==> src/sv/qrm_pkg.sv <==
// Shared widths, lane order and stage payload types for the quaternion to
// rotation matrix pipeline. No dependencies.
package qrm_pkg;

	localparam int unsigned IN_W  = 16;   // Q1.14 input component
	localparam int unsigned OUT_W = 16;   // Q1.14 matrix entry
	localparam int unsigned PRD_W = 32;   // signed 16x16 product
	localparam int unsigned SQ_W  = 31;   // square magnitude, at most 2^30
	localparam int unsigned N_W   = 33;   // sum of four squares, at most 2^32
	localparam int unsigned MAG_W = 33;   // scaled numerator magnitude, never above N
	localparam int unsigned Q_W   = 16;   // quotient bits of floor(mag * 2^15 / N)
	localparam int unsigned LANES = 9;

	localparam int unsigned PREP_STAGES = 3;
	localparam int unsigned LATENCY     = PREP_STAGES + Q_W + 1;

	localparam logic signed [OUT_W-1:0] ONE_Q14 = OUT_W'(16384);
	localparam logic signed [OUT_W-1:0] SAT_MAX = {1'b0, {(OUT_W-1){1'b1}}};
	localparam logic signed [OUT_W-1:0] SAT_MIN = {1'b1, {(OUT_W-1){1'b0}}};

	// Lane order is the row order of the matrix.
	localparam int unsigned L_M00 = 0;
	localparam int unsigned L_M01 = 1;
	localparam int unsigned L_M02 = 2;
	localparam int unsigned L_M10 = 3;
	localparam int unsigned L_M11 = 4;
	localparam int unsigned L_M12 = 5;
	localparam int unsigned L_M20 = 6;
	localparam int unsigned L_M21 = 7;
	localparam int unsigned L_M22 = 8;

	typedef struct packed {
		logic [LANES-1:0][MAG_W-1:0] mag;
		logic [LANES-1:0]            neg;
		logic [N_W-1:0]              n;
		logic                        zero;
	} div_in_t;

	typedef struct packed {
		logic [LANES-1:0][Q_W-1:0] quo;
		logic [LANES-1:0]          neg;
		logic                      zero;
	} div_out_t;

	typedef logic signed [LANES-1:0][OUT_W-1:0] mat_t;

endpackage

==> src/sv/qrm_out.sv <==
// Output stage: round the half-step quotient, apply sign, saturate, and
// substitute the identity for a zero quaternion. Uses qrm_pkg.
module qrm_out (
	input  logic              clk,
	input  logic              arst_n,
	input  logic              in_vld,
	input  qrm_pkg::div_out_t in_d,
	output logic              out_vld,
	output qrm_pkg::mat_t     mat,
	output logic              zero_norm
);
	import qrm_pkg::*;

	logic  vld_s20;
	logic  zero_s20;
	mat_t  mat_s20;
	mat_t  mat_nx;

	// quo = floor(2 * ratio); (quo + 1) >> 1 rounds ties away from zero.
	always_comb begin
		logic [Q_W:0]          rnd;
		logic signed [Q_W+1:0] sval;
		for (int l = 0; l < LANES; l++) begin
			rnd  = ({1'b0, in_d.quo[l]} + (Q_W+1)'(1)) >> 1;
			sval = in_d.neg[l] ? -$signed({1'b0, rnd}) : $signed({1'b0, rnd});
			if (in_d.zero) begin
				mat_nx[l] = (l == L_M00 || l == L_M11 || l == L_M22) ? ONE_Q14 : '0;
			end else if (sval > (Q_W+2)'(SAT_MAX)) begin
				mat_nx[l] = SAT_MAX;
			end else if (sval < (Q_W+2)'(SAT_MIN)) begin
				mat_nx[l] = SAT_MIN;
			end else begin
				mat_nx[l] = sval[OUT_W-1:0];
			end
		end
	end

	always_ff @(posedge clk or negedge arst_n) begin
		if (!arst_n) begin
			vld_s20 <= 1'b0;
		end else begin
			vld_s20 <= in_vld;
		end
	end

	always_ff @(posedge clk) begin
		mat_s20  <= mat_nx;
		zero_s20 <= in_d.zero;
	end

	assign out_vld   = vld_s20;
	assign mat       = mat_s20;
	assign zero_norm = zero_s20;

endmodule
==> config.mk <==
export PLATFORM = sky130hd
export DESIGN_NAME = qrm_out
export DESIGN_NICKNAME = d
export VERILOG_FILES = /design/src/sv/qrm_pkg.sv /design/src/sv/qrm_out.sv
export SDC_FILE = /design/constraint.sdc
export NUM_CORES = 1
export LEC_CHECK = 0
export BUFFER_PORTS_ARGS = -buffer_cell sky130_fd_sc_hd__buf_2
export CORE_MARGIN = 2
export CORE_UTILIZATION = 55
export DETAILED_ROUTE_END_ITERATION = 12
export PLACE_DENSITY = 0.79
export SYNTH_ARGS = -nofsm -noshare
export SYNTH_HDL_FRONTEND = slang
export SYNTH_SLANG_ARGS = --single-unit
==> constraint.sdc <==
create_clock -name clk -period 0.8 [get_ports clk]
set_clock_uncertainty 0.15 [all_clocks]
set_input_delay 0.04 -clock clk [delete_from_list [all_inputs] [get_ports clk]]
set_output_delay 0.04 -clock clk [all_outputs]
set_load 0.01 [all_outputs]
==> flow_metrics.env, run 1 <==
export IMPL_cts_sinks=146
export IMPL_synth_xor_area_share_pct=17.7
export IMPL_cts_buffers=17
export IMPL_die_y_um=152
export IMPL_finalWeightedCongestion=0.992
export IMPL_postCtsHoldBufs=5
export IMPL_syn_avg_cell_area_um2=7.67
export IMPL_place_hpwl_um=34200
export IMPL_synth_area_leaders="dfxtp_1 24%, xnor2_1 12%, o21ai_0 6.5%, xor2_1 5.4%, nand2_1 4.4%"
export IMPL_root_buffer="clkbuf_16"
export IMPL_syn_inst=1565
export IMPL_rows=54
export IMPL_die_x_um=152
export IMPL_post_place_ws_ns=-1.84
export IMPL_failed_stage="clock tree synthesis"
export IMPL_seq_area_frac_synth_pct=24.4
export IMPL_synthAdderAreaFrac_pct=1.88
export IMPL_ys_seq_elements=146
export IMPL_muxShareOfSynthArea_pct=1.02
export IMPL_start_util_pct=55.5
export IMPL_port_buffers=302
export IMPL_synthArstFlopShare_pct=0.685
export IMPL_outcome="did not finish"
export IMPL_synthSimpleGateAreaFrac_pct=28.8
export IMPL_synth_edf_count=0
export IMPL_synth_cell_types=101
export IMPL_postCtsSetupRepairBufs=78
export IMPL_error="[ERROR DPL-0033] detailed placement checks failed during check placement."
export IMPL_io_pin_count=303
export IMPL_synthesis_nets=1740
export IMPL_ys_warnings_count=0
export IMPL_synth_area_mm2=0.0120
export IMPL_cts_buffer_depth=2
export IMPL_synth_compound_area_share_pct=20.4
export IMPL_yosysTopAreaCell="dfxtp_1"
export IMPL_cts_resized=447
export IMPL_netlist_area_leader_share_pct=24.2
export IMPL_synth_top_family_by_area="simple AND/OR/NAND/NOR gates"
export IMPL_cts_max_level=4
export IMPL_synthFlopType="dfxtp_1"
-- stage by stage --
step	hold WS [ns]	instances	util [%]	cell area, um2
2_1_floorplan	-0.406	1565	-	13100
3_3_place_gp	-0.329	2577	84.8	18300
3_5_place_dp	-0.320	2577	84.8	18300
-- cell families after synthesis --
group,count (synthesis)
AND/OR/NAND/NOR,624
AO/OA/AOI/OAI,380
XOR/XNOR,243
flip-flops,146
buffers and inverters,142
adder cells (fa/ha/maj),18
multiplexers,12
-- synth_stat cells (10+ instances only) --
master / instances
o21ai_0: 155
o31ai_1: 18
nand3_1: 74
or3_1: 19
xor2_1: 74
mux2i_1: 10
clkbuf_1: 48
and4_1: 12
inv_1: 34
nor2_1: 87
buf_2: 33
nor4_1: 37
o21ai_2: 10
a21oi_1: 49
a31oi_1: 26
xnor2_1: 169
dfxtp_1: 145
o21a_1: 14
nor3_1: 51
ha_1: 18
nor3b_1: 10
nand2_1: 140
and2_1: 10
or2_2: 13
and3_1: 32
nand4_1: 50
==> run 2: changes to the inputs <==
--- a/config.mk
+++ b/config.mk
@@ -7,9 +7,9 @@
 export LEC_CHECK = 0
 export BUFFER_PORTS_ARGS = -buffer_cell sky130_fd_sc_hd__buf_2
 export CORE_MARGIN = 2
-export CORE_UTILIZATION = 55
+export CORE_UTILIZATION = 40
 export DETAILED_ROUTE_END_ITERATION = 12
-export PLACE_DENSITY = 0.79
+export PLACE_DENSITY_LB_ADDON = 0.15
 export SYNTH_ARGS = -nofsm -noshare
 export SYNTH_HDL_FRONTEND = slang
 export SYNTH_SLANG_ARGS = --single-unit
==> run 2 against run 1 <==
Net effect:
- the flow now finishes, with violations (hold timing, setup timing)
- synthesized cell count unchanged
- area after synthesis unchanged
==> flow_metrics.env, run 2 <==
export IMPL_core_area_mm2=0.0296
export IMPL_drt_iter0_drc=816
export IMPL_seq_area_frac_synth_pct=24.4
export IMPL_grt_first_pass_wirelength_um=67900
export IMPL_place_hpwl_um=32900
export IMPL_io_pin_count=303
export IMPL_crit_start="in_d[106]"
export IMPL_final_common_cell="buf_4"
export IMPL_synth_edf_count=0
export IMPL_synth_area_mm2=0.0120
export IMPL_rows=63
export IMPL_vias=14800
export IMPL_drive_gt1_share_pct=57.5
export IMPL_grt_setup_unrepaired="yes"
export IMPL_tightest_slew_ns=0.508
export IMPL_drv_slew=0
export IMPL_crit_end="mat[109]"
export IMPL_outcome="complete, but fails checks"
export IMPL_largest_reg_flops=144
export IMPL_syn_inst=1565
export IMPL_synth_area_leaders="dfxtp_1 24%, xnor2_1 12%, o21ai_0 6.5%, xor2_1 5.4%, nand2_1 4.4%"
export IMPL_finalHoldViolCount=32
export IMPL_cts_sinks=146
export IMPL_ys_seq_elements=146
export IMPL_cp_end_kind="flop"
export IMPL_cts_buffers=17
export IMPL_grt_remaining_overflow=0
export IMPL_path_class="in -> reg"
export IMPL_synthesis_nets=1740
export IMPL_grt_usage_pct=26.5
export IMPL_multi_input_area_mm2=0.0106
export IMPL_netlist_area_leader_share_pct=24.2
export IMPL_first_global_vias=14200
export IMPL_cellPowerDensity_mw_per_mm2=1160
export IMPL_synth_common_cells="169 x xnor2_1, 155 x o21ai_0, 145 x dfxtp_1"
export IMPL_leakagePower_nw=9.64
export IMPL_vias_per_cell=5.24
export IMPL_area_delta_synth_final_pct=84.2
export IMPL_synth_cell_types=101
export IMPL_grt_max_degree=19
export IMPL_required_ns=0.98
export IMPL_cts_buffer_depth=2
export IMPL_route_detailed_drc=0
export IMPL_port_buffers=302
export IMPL_hp_class="in -> reg"
export IMPL_final_cell_mix="583 x buf_4, 186 x buf_2, 154 x xnor2_1, 127 x buf_6, 110 x nand2_1"
export IMPL_fin_crit_sh_pct=263
export IMPL_yosysMostFrequentCell="xnor2_1"
export IMPL_fillers=2148
export IMPL_slew_headroom_pct=65.9
export IMPL_start_util_pct=40.6
export IMPL_postCtsHoldBufs=4
export IMPL_syn_avg_cell_area_um2=7.67
export IMPL_cts_tree="yes"
export IMPL_period_needed_ns=2.10
export IMPL_ant_nets=0
export IMPL_postRouteWirelength_um=44700
export IMPL_wire_per_inst_um=15.8
export IMPL_critPathLaunchType="input pin"
export IMPL_worstPathMaxFanout=7
export IMPL_root_buffer="clkbuf_16"
export IMPL_yosysTopAreaCell="dfxtp_1"
export IMPL_finalWeightedCongestion=0.917
export IMPL_drt_pass1_iterations=5
export IMPL_setup_viol=290
export IMPL_post_place_ws_ns=-1.83
export IMPL_synthArstFlopShare_pct=0.685
export IMPL_drv_cap=0
export IMPL_fmax_ghz=0.476
export IMPL_synthFlopType="dfxtp_1"
export IMPL_timing_setup_tns_ns=-195.21
export IMPL_die_x_um=177
export IMPL_cp_arrival_ns=2.28
export IMPL_antenna_found_initial=8
export IMPL_die_y_um=177
export IMPL_fin_hold_ws_ns=-0.170
export IMPL_finalNetCount=2593
export IMPL_cts_max_level=4
export IMPL_irDropWorstVdd_v=0.00147
export IMPL_ys_warnings_count=0
export IMPL_fin_ws_ns=-1.30
export IMPL_violations="hold timing, setup timing"
export IMPL_seqCellArea_mm2=0.00303
export IMPL_die_area_mm2=0.0314
export IMPL_path_clk_slew_ns=0.06
run 2: cell counts after synthesis:
Identical to the previous run, type by type.
run 2: where the power goes:
group,internal [mW],total [mW],switching [mW]
Combinational,4.77,9.18,4.41
Clock,4.64,8.16,3.52
Sequential,8.01,8.32,0.304
Total,17.4,25.7,8.23
run 2: cell type report:
type / instances / area share (%)
Multi-Input combinational cell: 1288 / 47.8
Timing Repair Buffer: 929 / 32.9
Sequential cell: 146 / 13.7
Tap cell: 390 / 2.21
Clock buffer: 18 / 1.94
Clock inverter: 14 / 0.691
Inverter: 35 / 0.628
Antenna cell: 6 / 0.0679
Timing Repair inverter: 1 / 0.0340
run 2: worst min-delay path by stage:
stage / from / to / slack (ns) / depth (start not counted)
floorplan: arst_n / out_vld / -0.41 / 0
global placement: arst_n / out_vld / -0.33 / 1
detailed placement: arst_n / out_vld / -0.33 / 1
CTS: in_d[8] / mat[113] / -0.21 / 3
global route: in_d[8] / mat[113] / -0.18 / 3
finish: in_d[8] / mat[113] / -0.17 / 3
run 2: per-layer routing:
layer  track usage [%]  up-vias  part of all wire (%)
met3              4.57       79                   5.1
met1              31.2     6918                    41
met5                 0        -                 0.051
met2              48.1      409                    52
li1                  -     7416                     -
met4              9.02        4                   2.7
run 2: stage by stage:
| step | total power [mW] | std cells | instance area, um2 | util [%] |
|---|---|---|---|---|
| global route | 26.8 | 2824 | 22100 | 74.7 |
| detailed placement | 15.9 | 2697 | 18500 | 62.5 |
| CTS | 25.0 | 2796 | 21000 | 71.1 |
| global placement | 15.7 | 2697 | 18500 | 62.5 |
| finish | 25.7 | 2827 | 22100 | 74.8 |
| floorplan | 12.3 | 1565 | 13100 | - |
run 2: cell families (layout without fill, tap and decap cells):
group	Yosys count	count (layout)	synth area share (%)
buffers and inverters	142	997	5.79
adder cells (fa/ha/maj)	18	18	1.88
AO/OA/AOI/OAI	380	382	20.4
other	0	6	0
XOR/XNOR	243	243	17.7
multiplexers	12	12	1.02
AND/OR/NAND/NOR	624	633	28.8
flip-flops	146	146	24.4
run 2: timing repair:
| item | 4_1_cts | 5_1_grt |
|---|---|---|
| hold endpoints to repair | 45 | 29 |
| pin swaps | 119 | 90 |
| buffers inserted | 56 | 25 |
| gates resized for setup | 363 | 205 |
| endpoints found under the setup margin | 290 | 290 |
| cloned | 12 | 3 |
run 2: critical path, cell delays in order:
cell and delay, ns:
buf_8 0.08, ha_4 0.16, nand3_4 0.08, buf_6 0.14
nor4_4 0.30, buf_4 0.17, and3_4 0.19, a22oi_2 0.07
or3_1 0.40, a221oi_2 0.32, or2_4 0.26, o21ai_2 0.06
Note: power is estimated with default switching activity, not from simulation.
